**config.mk**
```make
export PLATFORM = sky130hd
export DESIGN_NAME = buffer_pool_pin_manager_flat
export DESIGN_NICKNAME = d
export VERILOG_FILES = /design/src/bppm_pkg.sv /design/src/bppm_if.sv /design/src/bppm_slot_store.sv /design/src/buffer_pool_pin_manager.sv /design/src/flat_wrapper.sv
export SDC_FILE = /design/constraint.sdc
export NUM_CORES = 1
export LEC_CHECK = 0
export BUFFER_PORTS_ARGS = -buffer_cell sky130_fd_sc_hd__buf_2
export CORE_MARGIN = 2
export CORE_UTILIZATION = 55
export DETAILED_ROUTE_END_ITERATION = 16
export GPL_TIMING_DRIVEN = 0
export PLACE_DENSITY = 0.83
export SYNTH_ARGS = -nofsm -noshare
export SYNTH_HDL_FRONTEND = slang
export SYNTH_SLANG_ARGS = --single-unit
```
**constraint.sdc**
```tcl
create_clock -name i_clk -period 15.83 [get_ports i_clk]
set_input_delay 3.166 -clock i_clk [delete_from_list [all_inputs] [get_ports i_clk]]
set_output_delay 3.166 -clock i_clk [all_outputs]
set_load 0.01 [all_outputs]
```
**src/bppm_pkg.sv**
```systemverilog
package bppm_pkg;

    // field widths of the request and response words
    localparam int ACTION_W = 1;
    localparam int KEY_W    = 32;
    localparam int STATUS_W = 3;
    localparam int SLOT_W   = 4;
    localparam int COUNT_W  = 16;
    localparam int CAP_W    = 5;

    // capacity register after reset
    localparam logic [CAP_W-1:0] CAP_RESET = 5'd16;

    // request actions
    localparam logic [ACTION_W-1:0] ACT_FIX   = 1'b0;
    localparam logic [ACTION_W-1:0] ACT_UNFIX = 1'b1;

    // response status codes
    localparam logic [STATUS_W-1:0] ST_HIT        = 3'd0;
    localparam logic [STATUS_W-1:0] ST_INSERTED   = 3'd1;
    localparam logic [STATUS_W-1:0] ST_REPLACED   = 3'd2;
    localparam logic [STATUS_W-1:0] ST_ALL_PINNED = 3'd3;
    localparam logic [STATUS_W-1:0] ST_NOT_PINNED = 3'd4;
    localparam logic [STATUS_W-1:0] ST_OVERFLOW   = 3'd5;

    // write controls for the slot store
    typedef struct packed {
        logic key_we;
        logic cnt_we;
        logic set_valid;
    } t_store_wr;

endpackage

```
**src/bppm_if.sv**
```systemverilog
// request channel: action and block key
interface bppm_req_if;
    import bppm_pkg::*;

    logic                valid;
    logic                ready;
    logic [ACTION_W-1:0] action;
    logic [KEY_W-1:0]    block_key;

    modport source (output valid, output action, output block_key, input ready);
    modport sink   (input valid, input action, input block_key, output ready);
endinterface

// response channel: one word per request
interface bppm_rsp_if;
    import bppm_pkg::*;

    logic                valid;
    logic                ready;
    logic [STATUS_W-1:0] status;
    logic [SLOT_W-1:0]   slot;
    logic [COUNT_W-1:0]  pin_count_now;
    logic                evicted_valid;
    logic [KEY_W-1:0]    evicted_key;

    modport source (output valid, output status, output slot, output pin_count_now,
                    output evicted_valid, output evicted_key, input ready);
    modport sink   (input valid, input status, input slot, input pin_count_now,
                    input evicted_valid, input evicted_key, output ready);
endinterface

```
**src/bppm_slot_store.sv**
```systemverilog
module bppm_slot_store #(
    parameter int SLOTS      = 16,
    parameter int KEY_BITS   = 32,
    parameter int COUNT_BITS = 16
) (
    input  logic                      i_clk,
    input  logic                      i_rst_n,
    input  logic [$clog2(SLOTS)-1:0]  i_rd_addr,
    input  logic [$clog2(SLOTS)-1:0]  i_wr_addr,
    input  bppm_pkg::t_store_wr       i_wr_ctl,
    input  logic [KEY_BITS-1:0]       i_wr_key,
    input  logic [COUNT_BITS-1:0]     i_wr_cnt,
    output logic [KEY_BITS-1:0]       o_rd_key,
    output logic [COUNT_BITS-1:0]     o_rd_cnt,
    output logic [SLOTS-1:0]          o_valid
);
    import bppm_pkg::*;

    logic [KEY_BITS-1:0]   r_key_mem [SLOTS];
    logic [COUNT_BITS-1:0] r_cnt_mem [SLOTS];
    logic [SLOTS-1:0]      r_valid;

    // key and count memories, one write and one registered read each
    always_ff @(posedge i_clk) begin
        if (i_wr_ctl.key_we) begin
            r_key_mem[i_wr_addr] <= i_wr_key;
        end
        if (i_wr_ctl.cnt_we) begin
            r_cnt_mem[i_wr_addr] <= i_wr_cnt;
        end
        o_rd_key <= r_key_mem[i_rd_addr];
        o_rd_cnt <= r_cnt_mem[i_rd_addr];
    end

    // slot valid bits, cleared by reset and never freed
    always_ff @(posedge i_clk) begin
        if (!i_rst_n) begin
            r_valid <= '0;
        end else if (i_wr_ctl.set_valid) begin
            r_valid[i_wr_addr] <= 1'b1;
        end
    end

    assign o_valid = r_valid;

endmodule

```
**src/buffer_pool_pin_manager.sv**
```systemverilog
// sequence: each slot key is read (S_SRD) and compared (S_SCMP) until a hit (a miss scans all
//   slots), then S_COMMIT; leaving the queue searches it (S_QRD, S_QCMP) and shifts the entries
//   behind (S_SHRD, S_SHWR); an eviction first reads the queue head, then its slot and key
// flow: one request at a time, ready in the cycle after commit, commit waits on the response
// reset: synchronous, active low; clears valid bits, queue length, used count, and sets
//   capacity to 16; key, count and queue memories need no clearing pass
module buffer_pool_pin_manager #(
    parameter int SLOTS      = 16,
    parameter int KEY_BITS   = 32,
    parameter int COUNT_BITS = 16
) (
    input  logic                       i_clk,
    input  logic                       i_rst_n,
    input  logic                       i_cfg_wr_en,
    input  logic [bppm_pkg::CAP_W-1:0] i_cfg_wr_data,
    bppm_req_if.sink                   i_req,
    bppm_rsp_if.source                 o_rsp
);
    import bppm_pkg::*;

    localparam int SW   = $clog2(SLOTS);
    localparam int QW   = SW + 1;
    localparam int SK   = (KEY_BITS < KEY_W) ? KEY_BITS : KEY_W;
    localparam int CMPW = (QW > CAP_W) ? QW : CAP_W;
    localparam logic [SW-1:0]   LAST_SLOT = SW'(SLOTS - 1);
    localparam logic [CMPW-1:0] SLOTS_C   = CMPW'(SLOTS);
    localparam logic [QW-1:0]   SLOTS_Q   = QW'(SLOTS);

    // sequencer states
    localparam logic [3:0] S_IDLE   = 4'd0;
    localparam logic [3:0] S_SRD    = 4'd1;
    localparam logic [3:0] S_SCMP   = 4'd2;
    localparam logic [3:0] S_QRD    = 4'd3;
    localparam logic [3:0] S_QCMP   = 4'd4;
    localparam logic [3:0] S_SHRD   = 4'd5;
    localparam logic [3:0] S_SHWR   = 4'd6;
    localparam logic [3:0] S_EVRD   = 4'd7;
    localparam logic [3:0] S_EVSLOT = 4'd8;
    localparam logic [3:0] S_EVKEY  = 4'd9;
    localparam logic [3:0] S_COMMIT = 4'd10;

    logic [3:0]            r_state,    n_state;
    logic [ACTION_W-1:0]   r_action,   n_action;
    logic [SK-1:0]         r_key,      n_key;
    logic [SW-1:0]         r_idx,      n_idx;
    logic [SW-1:0]         r_free,     n_free;
    logic                  r_free_ok,  n_free_ok;
    logic [SW-1:0]         r_slot,     n_slot;
    logic [COUNT_BITS-1:0] r_cnt,      n_cnt;
    logic [SW-1:0]         r_qi,       n_qi;
    logic [QW-1:0]         r_qlen,     n_qlen;
    logic [QW-1:0]         r_used,     n_used;
    logic [CAP_W-1:0]      r_cap;
    logic [STATUS_W-1:0]   r_status,   n_status;
    logic                  r_evict,    n_evict;
    logic [SK-1:0]         r_old_key,  n_old_key;
    logic                  r_key_we,   n_key_we;
    logic                  r_cnt_we,   n_cnt_we;
    logic                  r_set_val,  n_set_val;
    logic                  r_q_append, n_q_append;

    logic                  r_o_valid;
    logic [STATUS_W-1:0]   r_o_status;
    logic [SLOT_W-1:0]     r_o_slot;
    logic [COUNT_W-1:0]    r_o_count;
    logic                  r_o_evict;
    logic [KEY_W-1:0]      r_o_key;

    logic [SW-1:0]         r_queue [SLOTS];
    logic [SW-1:0]         r_q_rd;

    logic [SK-1:0]         w_rd_key;
    logic [COUNT_BITS-1:0] w_rd_cnt;
    logic [SLOTS-1:0]      w_valid;
    logic [SW-1:0]         w_store_ra;
    t_store_wr             w_wr_ctl;
    logic                  w_commit;
    logic                  w_accept;
    logic                  w_hit;
    logic                  w_free_ok_now;
    logic [SW-1:0]         w_free_now;
    logic [CMPW-1:0]       w_eff_cap;
    logic [CMPW-1:0]       w_used_ext;
    logic                  w_room;
    logic                  w_q_we;
    logic [SW-1:0]         w_q_wa;
    logic [SW-1:0]         w_q_wd;
    logic [SW-1:0]         w_q_ra;
    logic [SLOT_W+SW-1:0]           w_slot_ext;
    logic [COUNT_W+COUNT_BITS-1:0]  w_cnt_ext;

    assign w_accept = i_req.valid && i_req.ready;
    assign w_commit = (r_state == S_COMMIT) && (!r_o_valid || o_rsp.ready);

    // slot key and count store
    assign w_store_ra = (r_state == S_EVSLOT) ? r_q_rd : r_idx;
    assign w_wr_ctl.key_we    = w_commit && r_key_we;
    assign w_wr_ctl.cnt_we    = w_commit && r_cnt_we;
    assign w_wr_ctl.set_valid = w_commit && r_set_val;

    bppm_slot_store #(
        .SLOTS      (SLOTS),
        .KEY_BITS   (SK),
        .COUNT_BITS (COUNT_BITS)
    ) u_store (
        .i_clk     (i_clk),
        .i_rst_n   (i_rst_n),
        .i_rd_addr (w_store_ra),
        .i_wr_addr (r_slot),
        .i_wr_ctl  (w_wr_ctl),
        .i_wr_key  (r_key),
        .i_wr_cnt  (r_cnt),
        .o_rd_key  (w_rd_key),
        .o_rd_cnt  (w_rd_cnt),
        .o_valid   (w_valid)
    );

    // replacement queue memory, oldest unpinned slot at position zero
    always_comb begin
        case (r_state)
            S_SHRD:  w_q_ra = r_qi + SW'(1);
            S_EVRD:  w_q_ra = '0;
            default: w_q_ra = r_qi;
        endcase
    end

    assign w_q_we = (r_state == S_SHWR) || (w_commit && r_q_append && (r_qlen < SLOTS_Q));
    assign w_q_wa = (r_state == S_SHWR) ? r_qi : r_qlen[SW-1:0];
    assign w_q_wd = (r_state == S_SHWR) ? r_q_rd : r_slot;

    always_ff @(posedge i_clk) begin
        if (w_q_we) begin
            r_queue[w_q_wa] <= w_q_wd;
        end
        r_q_rd <= r_queue[w_q_ra];
    end

    // compare of the slot just read, and free slot tracking
    assign w_hit         = w_valid[r_idx] && (w_rd_key == r_key);
    assign w_free_ok_now = r_free_ok || !w_valid[r_idx];
    assign w_free_now    = r_free_ok ? r_free : r_idx;

    // effective capacity limited to one .. slot count
    assign w_eff_cap  = (r_cap == '0) ? CMPW'(1) : CMPW'(r_cap);
    assign w_used_ext = CMPW'(r_used);
    assign w_room     = (w_used_ext < w_eff_cap) && (w_used_ext < SLOTS_C);

    // request sequencer
    always_comb begin
        n_state    = r_state;
        n_action   = r_action;
        n_key      = r_key;
        n_idx      = r_idx;
        n_free     = r_free;
        n_free_ok  = r_free_ok;
        n_slot     = r_slot;
        n_cnt      = r_cnt;
        n_qi       = r_qi;
        n_qlen     = r_qlen;
        n_used     = r_used;
        n_status   = r_status;
        n_evict    = r_evict;
        n_old_key  = r_old_key;
        n_key_we   = r_key_we;
        n_cnt_we   = r_cnt_we;
        n_set_val  = r_set_val;
        n_q_append = r_q_append;
        case (r_state)
            S_IDLE: begin
                if (w_accept) begin
                    n_action   = i_req.action;
                    n_key      = i_req.block_key[SK-1:0];
                    n_idx      = '0;
                    n_free_ok  = 1'b0;
                    n_slot     = '0;
                    n_cnt      = '0;
                    n_evict    = 1'b0;
                    n_old_key  = '0;
                    n_key_we   = 1'b0;
                    n_cnt_we   = 1'b0;
                    n_set_val  = 1'b0;
                    n_q_append = 1'b0;
                    n_state    = S_SRD;
                end
            end
            S_SRD: begin
                n_state = S_SCMP;
            end
            S_SCMP: begin
                if (w_hit) begin
                    if (r_action == ACT_FIX) begin
                        n_slot = r_idx;
                        if (&w_rd_cnt) begin
                            n_cnt    = w_rd_cnt;
                            n_status = ST_OVERFLOW;
                            n_state  = S_COMMIT;
                        end else begin
                            n_cnt    = w_rd_cnt + COUNT_BITS'(1);
                            n_cnt_we = 1'b1;
                            n_status = ST_HIT;
                            n_qi     = '0;
                            // a re-fixed unpinned slot leaves the queue first
                            n_state  = (w_rd_cnt == '0) ? S_QRD : S_COMMIT;
                        end
                    end else if (w_rd_cnt == '0) begin
                        n_status = ST_NOT_PINNED;
                        n_state  = S_COMMIT;
                    end else begin
                        n_slot     = r_idx;
                        n_cnt      = w_rd_cnt - COUNT_BITS'(1);
                        n_cnt_we   = 1'b1;
                        n_status   = ST_HIT;
                        n_q_append = (w_rd_cnt == COUNT_BITS'(1));
                        n_state    = S_COMMIT;
                    end
                end else begin
                    n_free    = w_free_now;
                    n_free_ok = w_free_ok_now;
                    if (r_idx != LAST_SLOT) begin
                        n_idx   = r_idx + SW'(1);
                        n_state = S_SRD;
                    end else if (r_action == ACT_UNFIX) begin
                        n_status = ST_NOT_PINNED;
                        n_state  = S_COMMIT;
                    end else if (w_room && w_free_ok_now) begin
                        n_slot    = w_free_now;
                        n_cnt     = COUNT_BITS'(1);
                        n_key_we  = 1'b1;
                        n_cnt_we  = 1'b1;
                        n_set_val = 1'b1;
                        n_status  = ST_INSERTED;
                        n_state   = S_COMMIT;
                    end else if (r_qlen != '0) begin
                        n_state = S_EVRD;
                    end else begin
                        n_status = ST_ALL_PINNED;
                        n_state  = S_COMMIT;
                    end
                end
            end
            S_QRD: begin
                n_state = (QW'(r_qi) >= r_qlen) ? S_COMMIT : S_QCMP;
            end
            S_QCMP: begin
                if (r_q_rd == r_slot) begin
                    n_state = S_SHRD;
                end else if (r_qi == LAST_SLOT) begin
                    n_state = S_COMMIT;
                end else begin
                    n_qi    = r_qi + SW'(1);
                    n_state = S_QRD;
                end
            end
            S_SHRD: begin
                // close the gap one entry at a time
                if ((QW'(r_qi) + QW'(1)) >= r_qlen) begin
                    n_qlen  = r_qlen - QW'(1);
                    n_state = S_COMMIT;
                end else begin
                    n_state = S_SHWR;
                end
            end
            S_SHWR: begin
                n_qi    = r_qi + SW'(1);
                n_state = S_SHRD;
            end
            S_EVRD: begin
                n_state = S_EVSLOT;
            end
            S_EVSLOT: begin
                n_slot  = r_q_rd;
                n_state = S_EVKEY;
            end
            S_EVKEY: begin
                n_old_key = w_rd_key;
                n_evict   = 1'b1;
                n_cnt     = COUNT_BITS'(1);
                n_key_we  = 1'b1;
                n_cnt_we  = 1'b1;
                n_status  = ST_REPLACED;
                n_qi      = '0;
                n_state   = S_SHRD;
            end
            S_COMMIT: begin
                if (w_commit) begin
                    if (r_set_val) begin
                        n_used = r_used + QW'(1);
                    end
                    if (r_q_append && (r_qlen < SLOTS_Q)) begin
                        n_qlen = r_qlen + QW'(1);
                    end
                    n_state = S_IDLE;
                end
            end
            default: begin
                n_state = S_IDLE;
            end
        endcase
    end

    always_ff @(posedge i_clk) begin
        if (!i_rst_n) begin
            r_state <= S_IDLE;
            r_qlen  <= '0;
            r_used  <= '0;
        end else begin
            r_state <= n_state;
            r_qlen  <= n_qlen;
            r_used  <= n_used;
        end
        r_action   <= n_action;
        r_key      <= n_key;
        r_idx      <= n_idx;
        r_free     <= n_free;
        r_free_ok  <= n_free_ok;
        r_slot     <= n_slot;
        r_cnt      <= n_cnt;
        r_qi       <= n_qi;
        r_status   <= n_status;
        r_evict    <= n_evict;
        r_old_key  <= n_old_key;
        r_key_we   <= n_key_we;
        r_cnt_we   <= n_cnt_we;
        r_set_val  <= n_set_val;
        r_q_append <= n_q_append;
    end

    // capacity register
    always_ff @(posedge i_clk) begin
        if (!i_rst_n) begin
            r_cap <= CAP_RESET;
        end else if (i_cfg_wr_en) begin
            r_cap <= i_cfg_wr_data;
        end
    end

    // response register, loaded at commit and held until taken
    assign w_slot_ext = (SLOT_W + SW)'(r_slot);
    assign w_cnt_ext  = (COUNT_W + COUNT_BITS)'(r_cnt);

    always_ff @(posedge i_clk) begin
        if (!i_rst_n) begin
            r_o_valid <= 1'b0;
        end else if (w_commit) begin
            r_o_valid <= 1'b1;
        end else if (o_rsp.ready) begin
            r_o_valid <= 1'b0;
        end
        if (w_commit) begin
            r_o_status <= r_status;
            r_o_slot   <= w_slot_ext[SLOT_W-1:0];
            r_o_count  <= w_cnt_ext[COUNT_W-1:0];
            r_o_evict  <= r_evict;
            r_o_key    <= KEY_W'(r_old_key);
        end
    end

    assign i_req.ready         = (r_state == S_IDLE);
    assign o_rsp.valid         = r_o_valid;
    assign o_rsp.status        = r_o_status;
    assign o_rsp.slot          = r_o_slot;
    assign o_rsp.pin_count_now = r_o_count;
    assign o_rsp.evicted_valid = r_o_evict;
    assign o_rsp.evicted_key   = r_o_key;

`ifndef ASSERT_OFF
    // used count tracks the valid bits
    a_used_matches_valid: assert property (@(posedge i_clk) disable iff (!i_rst_n)
        $countones(w_valid) == int'(r_used))
        else $error("used slot count differs from valid bits");

    // queued slots are always slots in use
    a_queue_within_used: assert property (@(posedge i_clk) disable iff (!i_rst_n)
        r_qlen <= r_used)
        else $error("replacement queue longer than slots in use");

    // an accepted word starts the sequencer
    a_accept_leaves_idle: assert property (@(posedge i_clk) disable iff (!i_rst_n)
        w_accept |=> (r_state != S_IDLE))
        else $error("sequencer idle after accepting a word");

    // eviction is reported only with a replacement
    a_evict_only_replaced: assert property (@(posedge i_clk) disable iff (!i_rst_n)
        (o_rsp.valid && o_rsp.evicted_valid) |-> (o_rsp.status == ST_REPLACED))
        else $error("evicted key reported without replacement");
`endif

endmodule
```
**src/flat_wrapper.sv**
```systemverilog
// flat-port wrapper written by rule: the top's interface ports become plain ports
module buffer_pool_pin_manager_flat import bppm_pkg::*;
#(
    parameter int SLOTS      = 16,
    parameter int KEY_BITS   = 32,
    parameter int COUNT_BITS = 16
)
  (i_clk, i_rst_n, i_cfg_wr_en, i_cfg_wr_data, i_req_valid, i_req_action, i_req_block_key, i_req_ready, o_rsp_valid, o_rsp_status, o_rsp_slot, o_rsp_pin_count_now, o_rsp_evicted_valid, o_rsp_evicted_key, o_rsp_ready);
  bppm_req_if i_req_i ();
  bppm_rsp_if o_rsp_i ();
  input  logic i_clk;
  input  logic i_rst_n;
  input  logic i_cfg_wr_en;
  input  logic [bppm_pkg::CAP_W-1:0] i_cfg_wr_data;
  input wire logic [$bits(i_req_i.valid)-1:0] i_req_valid;
  input wire logic [$bits(i_req_i.action)-1:0] i_req_action;
  input wire logic [$bits(i_req_i.block_key)-1:0] i_req_block_key;
  output wire logic [$bits(i_req_i.ready)-1:0] i_req_ready;
  output wire logic [$bits(o_rsp_i.valid)-1:0] o_rsp_valid;
  output wire logic [$bits(o_rsp_i.status)-1:0] o_rsp_status;
  output wire logic [$bits(o_rsp_i.slot)-1:0] o_rsp_slot;
  output wire logic [$bits(o_rsp_i.pin_count_now)-1:0] o_rsp_pin_count_now;
  output wire logic [$bits(o_rsp_i.evicted_valid)-1:0] o_rsp_evicted_valid;
  output wire logic [$bits(o_rsp_i.evicted_key)-1:0] o_rsp_evicted_key;
  input wire logic [$bits(o_rsp_i.ready)-1:0] o_rsp_ready;
  assign i_req_i.valid = i_req_valid;
  assign i_req_i.action = i_req_action;
  assign i_req_i.block_key = i_req_block_key;
  assign i_req_ready = i_req_i.ready;
  assign o_rsp_valid = o_rsp_i.valid;
  assign o_rsp_status = o_rsp_i.status;
  assign o_rsp_slot = o_rsp_i.slot;
  assign o_rsp_pin_count_now = o_rsp_i.pin_count_now;
  assign o_rsp_evicted_valid = o_rsp_i.evicted_valid;
  assign o_rsp_evicted_key = o_rsp_i.evicted_key;
  assign o_rsp_i.ready = o_rsp_ready;
  buffer_pool_pin_manager #(.SLOTS(SLOTS), .KEY_BITS(KEY_BITS), .COUNT_BITS(COUNT_BITS)) u_core (.i_clk(i_clk), .i_rst_n(i_rst_n), .i_cfg_wr_en(i_cfg_wr_en), .i_cfg_wr_data(i_cfg_wr_data), .i_req(i_req_i), .o_rsp(o_rsp_i));
endmodule
```
== Yosys cells after proc, flatten, opt, wreduce, memory -nomap -nowiden ==
Memories as Yosys holds them, arrays and structs flattened. A register that Yosys moved wholly into a read port is not among the register bits.
Cells that the tools add are included.

* Flip-flop bits (word level): 198
* Memory bits (writable): 832
* Output and inout bits: 58
* Memories: 3

{| class="wikitable"
|+ Memory list
! name !! words !! width !! read ports !! clocked after Yosys merged registers in !! write ports !! RTL line !! RTL
|-
| u_core.u_store.r_key_mem || 16 || 32 || 1 || 1 || 1 || bppm_slot_store.sv:19 || <nowiki>logic [KEY_BITS-1:0] r_key_mem [SLOTS];</nowiki>
|-
| u_core.u_store.r_cnt_mem || 16 || 16 || 1 || 1 || 1 || bppm_slot_store.sv:20 || <nowiki>logic [COUNT_BITS-1:0] r_cnt_mem [SLOTS];</nowiki>
|-
| u_core.r_queue || 16 || 4 || 1 || 1 || 1 || buffer_pool_pin_manager.sv:69 || <nowiki>logic [SW-1:0] r_queue [SLOTS];</nowiki>
|}

* Add/sub/neg operators: 8
* Magnitude comparators: 8
* Equal/unequal tests: 36
* Mux-type cells: 93
* Bitwise logic cells: 2
* Reductions and logical operators: 47

{| class="wikitable"
|+ Operators with widths
! cell !! number
|-
| 16-bit two-way mux || 8
|-
| 4-bit two-way mux || 32
|-
| 32-bit one-hot mux with 2 select lines || 1
|-
| 16-bit one-hot mux with 3 select lines || 1
|-
| 4-bit one-hot mux with 10 select lines || 1
|-
| 32-bit == test || 1
|-
| 32-bit two-way mux || 1
|-
| 6-bit AND reduction || 5
|-
| 3-bit two-way mux || 8
|-
| 1-bit two-way mux || 23
|-
| 5-bit two-way mux || 4
|-
| 2-bit != test, second input constant || 9
|-
| 16-bit by 1-bit adder with 16-bit output, second input constant || 1
|-
| 16-bit by 1-bit == test with 1-bit output, second input constant || 1
|-
| 4-bit by 3-bit == test with 1-bit output, second input constant || 4
|-
| 4-bit == test, second input constant || 4
|-
| 16-bit zero test || 1
|-
| 16-bit bitwise OR || 1
|-
| 4-bit one-hot mux with 2 select lines || 2
|-
| 4-bit one-hot mux with 4 select lines || 1
|-
| 16-bit AND reduction || 1
|-
| 16-bit by 1-bit subtractor with 16-bit output, second input constant || 1
|-
| 1-bit logical AND || 12
|-
| 2-bit by 1-bit != test with 1-bit output, second input constant || 6
|-
| 41 further kinds || 65
|}

== Logic depth before layout (Yosys ltp) ==
* Word-level depth: 10
* Mapped depth: 11
* Mapped depth without buffers: 10

== Modules after synthesis ==
A second synthesis with hierarchy kept.

* Cell total of the unflattened synthesis: 2125
* Area, all modules: 41558.6 µm²

{| class="wikitable"
|+ By module, submodules not included
! module !! times used !! cells an instance !! area each (µm²)
|-
| bppm_slot_store || 1 || 1325 || 30339.1
|-
| buffer_pool_pin_manager || 1 || 800 || 11219.5
|}

== Worst setup path before layout ==
OpenSTA, ideal clock, no wires.

* Path kind: input-to-reg
* From: in o_rsp_ready
* To: mem u_core.u_store.r_key_mem[12][0] (enable)
* Setup time: 0.502 ns
* Arrival: 8.700 ns
* Setup slack: 6.628 ns
* Stages on the path: 5
* Buffers on the path: 1
* Cell sequence: nand2b_1 -> nor2b_1 -> clkbuf_1 -> nand2_1 -> nor4_1

* Longest elaborated chain between the ends: 5

{| class="wikitable"
|+ Ends and longest elaborated chain
! what !! RTL line !! RTL
|-
| from (decl) || flat_wrapper.sv:25 || <nowiki>input wire logic [$bits(o_rsp_i.ready)-1:0] o_rsp_ready;</nowiki>
|-
| 1-bit logical OR || buffer_pool_pin_manager.sv:93 || <nowiki>assign w_commit = (r_state == S_COMMIT) && (!r_o_valid || o_rsp.ready);</nowiki>
|-
| 1-bit logical AND || buffer_pool_pin_manager.sv:93 ||
|-
| named net u_core.w_commit || buffer_pool_pin_manager.sv:77 || <nowiki>logic w_commit;</nowiki>
|-
| 1-bit logical AND || buffer_pool_pin_manager.sv:97 || <nowiki>assign w_wr_ctl.key_we = w_commit && r_key_we;</nowiki>
|-
| 1-bit two-way mux || bppm_slot_store.sv:25 || <nowiki>if (i_wr_ctl.key_we) begin</nowiki>
|-
| 1-bit two-way mux (not written as such) || bppm_slot_store.sv:26 || <nowiki>r_key_mem[i_wr_addr] <= i_wr_key;</nowiki>
|-
| to (decl) || bppm_slot_store.sv:19 ||
|}

The timed path passes the listed nets, and every way through them passes these cells.

== Worst setup path in the final report ==
* From: in o_rsp_ready
* To: mem u_core.u_store.r_key_mem[2][29] (enable)

Same word-level chain as after synthesis.

==> results.txt <==
----------------------------------------------------
[Routing]
  DR vias ... between 20000 and 25000
  Avg WL per Cell ... 28.4 um
  Final WL ... 105000 um
  DRC ... 0
  DRC violation total after the first TritonRoute iteration ... 3634
  Final ANT Viol Nets ... 0
  First-pass DRT Iterations ... 6
  Per-cell via count in the routed design ... 6.42

[Setup path]
  Data required, critical path ... 16.19 ns
  Critical path class ... primary input to flop
  Endpoint kind of the worst setup timing path ... flop
  Worst-path maximum fanout ... 51
  Startpoint type of the worst setup path ... primary input
  Worst EP arrival ... around 6.5 ns

[Logic synthesis]
  Number of synthesized flops with an enable pin ... between 900 and 1000
  Cell variety after synth ... 65
  Post-synthesis share of cell area spent on full adders, half adders and majority gates ... less than 1%
  Total of warnings raised by yosys ... 0
  Main combinational cell family by area after synthesis ... multiplexers
  XOR/XNOR share of the synthesized area ... 1.16%
  Post-synthesis compound-gate area fraction ... 3.01%
  Register bit total from synthesis ... 1082
  Syn Nets ... 2422
  Async S/R FF share, synth ... 0%
  Simple-gate share of the synthesized area ... 5.98%
  Netlist Area Pre-Place ... 42200 um2
  Fraction of synthesized area in multiplexers ... 12.7%
  Mapped Avg Cell Area ... 17.9 um2
  Sequential share of the synthesized area ... 74.8%
  Top FF cell, synth ... edfxtp_1
  Post-Synthesis Cells ... 2355

[Floorplanning]
  Core region area ... roughly 76000 um2
  Die boundary width ... 281 um
  Starting utilization of the core area ... roughly 56%
  Vertical die dimension ... 281 um
  Number of top-level design ports ... 101
  Number of rows created at floorplan ... slightly above 100
  Die area ... 79000 um2

[STA]
  Setup TNS Final ... 0 ns
  Setup Skew ... 0.0573 ns
  Minimum clock period ... roughly 6.1 ns
  Unrepaired setup endpoints after global routing ... no
  Max_slew headroom ... approximately 5.5%
  Final hold violations ... 0
  Actual transition at the worst max-transition pin ... about 1.4 ns
  Endpoints failing setup ... 0
  Share of the clock period used by the worst path after layout ... 38.7%
  Slew Limit Fails ... 0
  Achievable frequency ... 163 MHz

[Global routing]
  Largest net degree at the start of global routing ... 52
  First-pass GRT wire length ... 153000 um
  Number of antenna violations at the first check in global routing ... 3
  Grt ovf ... 0
  Number of global-route vias before repair ... 24200
  Total routing usage reported by global routing ... 26.7%

[CTS]
  Source-to-sink clock delay at the later pin of the worst-skew pair ... ~0.70 ns
  Clock-pin slew of the registers on the worst-case setup and hold paths ... 0.06 ns
  Count of cells resized by post-cts repair ... 0
  CTS sink count ... 1082
  Number of buffers added by the clock tree synthesis step ... 101
  Clock tree root driver cell ... clkbuf_16
  Number of H-tree levels ... 3
  Number of buffers inserted to repair setup after CTS ... 0
  Hold Buf Count CTS ... 0
  Maximum buffer depth of the clock tree ... 3
  Clock tree from TritonCTS ... done

[Place]
  Cell Count Post-Placement ... 3522
  Number of input and output port buffers inserted ... 99
  HPWL Detailed ... 64900 um
  RePlAce Congestion ... between 0.9 and 1

[Final layout]
  Post-Layout Cell Count ... roughly 3700
  Layout cells sized above 1 ... a little over a fifth
  Area grow syn2layout ... 14.3%
  NumNets Final ... 2662
  Fillers ... 4843

[Power and ir drop]
  Leakage dissipation ... approximately 16 nW
  Worst supply voltage drop on vdd ... 0.118 mV
  Pwr Density ... 141 nW/um2

[Job]
  Number of max-cap violations ... 0

[Hold path]
  Worst hold path class ... flop to flop

[Outcome]
  Result of the run ... finished, final reports clean

----------------------------------------------------
-- power breakdown --
part           internal, mW  leakage (nW)  total [mW]  switching [mW]
Clock                  1.48          1.68        2.54            1.06
Combinational         0.328          4.76       0.841           0.513
Sequential             3.28          9.77        3.43           0.149
Total                  5.10          16.2        6.82            1.72
-- layout by cell type, fill, tap and decap left out, types with 23 or more instances in the layout --
cell / synthesis / routed
clkbuf_16: 0 / 102
clkbuf_1: 74 / 94
nand3_1: 24 / 24
clkinv_1: 2 / 24
buf_2: 25 / 124
mux4_2: 176 / 176
ha_1: 23 / 23
a31oi_1: 46 / 46
inv_1: 24 / 24
dfxtp_1: 88 / 88
nor2_1: 119 / 91
buf_4: 11 / 26
a21oi_1: 52 / 51
mux2i_1: 124 / 124
xnor2_1: 39 / 39
and2_1: 35 / 34
and3_1: 57 / 57
edfxtp_1: 994 / 994
nand2_1: 216 / 216
-- state kept, by name, summed over array words and instances, names as in the netlist, 32 cells and up --
name / cells
u_core.o_rsp.evicted_key: 32
u_core.r_key: 32
u_core.r_old_key: 32
u_core.r_queue: 64
u_core.u_store.o_rd_key: 32
u_core.u_store.r_key_mem: 512
u_core.u_store.r_cnt_mem: 256
-- routing by layer --
layer | wire length [um] | global-route usage (%)
met1 | 37300 | 34.0
met4 | 4590 | 12.2
met2 | 52600 | 44.8
met3 | 10700 | 5.14
met5 | 123 | 0
-- synth_stat cells (all sizes together), types with 2 or more instances --
library cell,instances,area share [%]
nor4,9,0.13
inv,24,0.21
a211o,2,0.041
nor2,119,1.1
nand4,16,0.24
a2111oi,4,0.083
nor3b,2,0.036
a31oi,46,0.68
nor2b,11,0.16
and2,35,0.52
a21boi,6,0.11
mux2i,124,2.9
buf,47,0.74
a41oi,5,0.10
or2,4,0.059
a21oi,52,0.62
a22oi,7,0.12
clkinv,2,0.018
o21ai,20,0.25
o31ai,3,0.053
clkbuf,74,0.66
nand3b,2,0.036
or4,2,0.036
and4,4,0.083
a211oi,5,0.089
xor2,17,0.35
mux4,176,9.4
edfxtp,994,71
nand2,217,1.9
or3,2,0.030
mux2,13,0.35
o21a,11,0.20
a21o,7,0.12
o211ai,13,0.23
a32oi,4,0.083
nand2b,6,0.089
ha,23,0.68
nor3,20,0.24
xnor2,39,0.81
a311oi,3,0.062
dfxtp,88,4.2
o31a,2,0.041
and3,57,0.84
nand3,25,0.31
-- final timing paths --
kind / from / endpoint / slack [ns] / cells past startpoint
setup / recovery: o_rsp_ready / u_core.u_store.r_key_mem[2][29]$_DFFE_PP_ / 9.70 / 9
hold / removal: u_core.r_old_key[26]$_SDFFCE_PN0P_ / u_core.o_rsp.evicted_key[26]$_DFFE_PP_ / 0.42 / 0
hold reg to reg: u_core.r_old_key[26]$_SDFFCE_PN0P_ / u_core.o_rsp.evicted_key[26]$_DFFE_PP_ / 0.42 / 0
setup reg to reg: u_core.r_key[2]$_DFFE_PP_ / u_core.r_cnt[3]$_DFFE_PP_ / 11.07 / 5
-- per-stage QoR --
step                util [%]  hold slack [ns]  power [mW]  setup slack, ns  area (um2)
floorplan                  -            0.400        3.97             6.63       42200
global placement        58.0            0.406        4.24             1.44       44000
detailed placement      59.0            0.405        4.28             9.08       44800
CTS                     63.6            0.415        6.80             9.72       48300
global route            63.6            0.427        6.98             9.61       48300
finish                  63.6            0.424        6.82             9.70       48300
-- worst max-delay path: stages --
cell and delay (ns):
buf_2 0.07, nand2b_1 0.19, nor2b_1 0.16, clkbuf_4 0.28, buf_16 0.33, nand2_1 0.46
clkbuf_1 0.64, nor2_4 0.85, buf_16 0.25
-- kinds of logic after synthesis --
logic type,count (synthesis)
adders and majority gates,24
buffers and inverters,147
and+or+nand+nor,537
muxes,313
xor gates and xnor gates,56
AOI/OAI and AO/OA,196
DFF,1082
-- area by class of cell --
class | instances | area [um2] | share of cell area [%]
Clock buffer | 126 | 2670 | 5.53
Antenna cell | 2 | 5.00 | 0.0104
Clock inverter | 64 | 818 | 1.69
Inverter | 26 | 97.6 | 0.202
Sequential cell | 1082 | 31600 | 65.4
Multi-Input combinational cell | 1126 | 10100 | 21.0
Tap cell | 1030 | 1290 | 2.67
Timing Repair Buffer | 137 | 1090 | 2.26
Buffer | 121 | 594 | 1.23
Note: power is estimated with default switching activity, not from simulation.
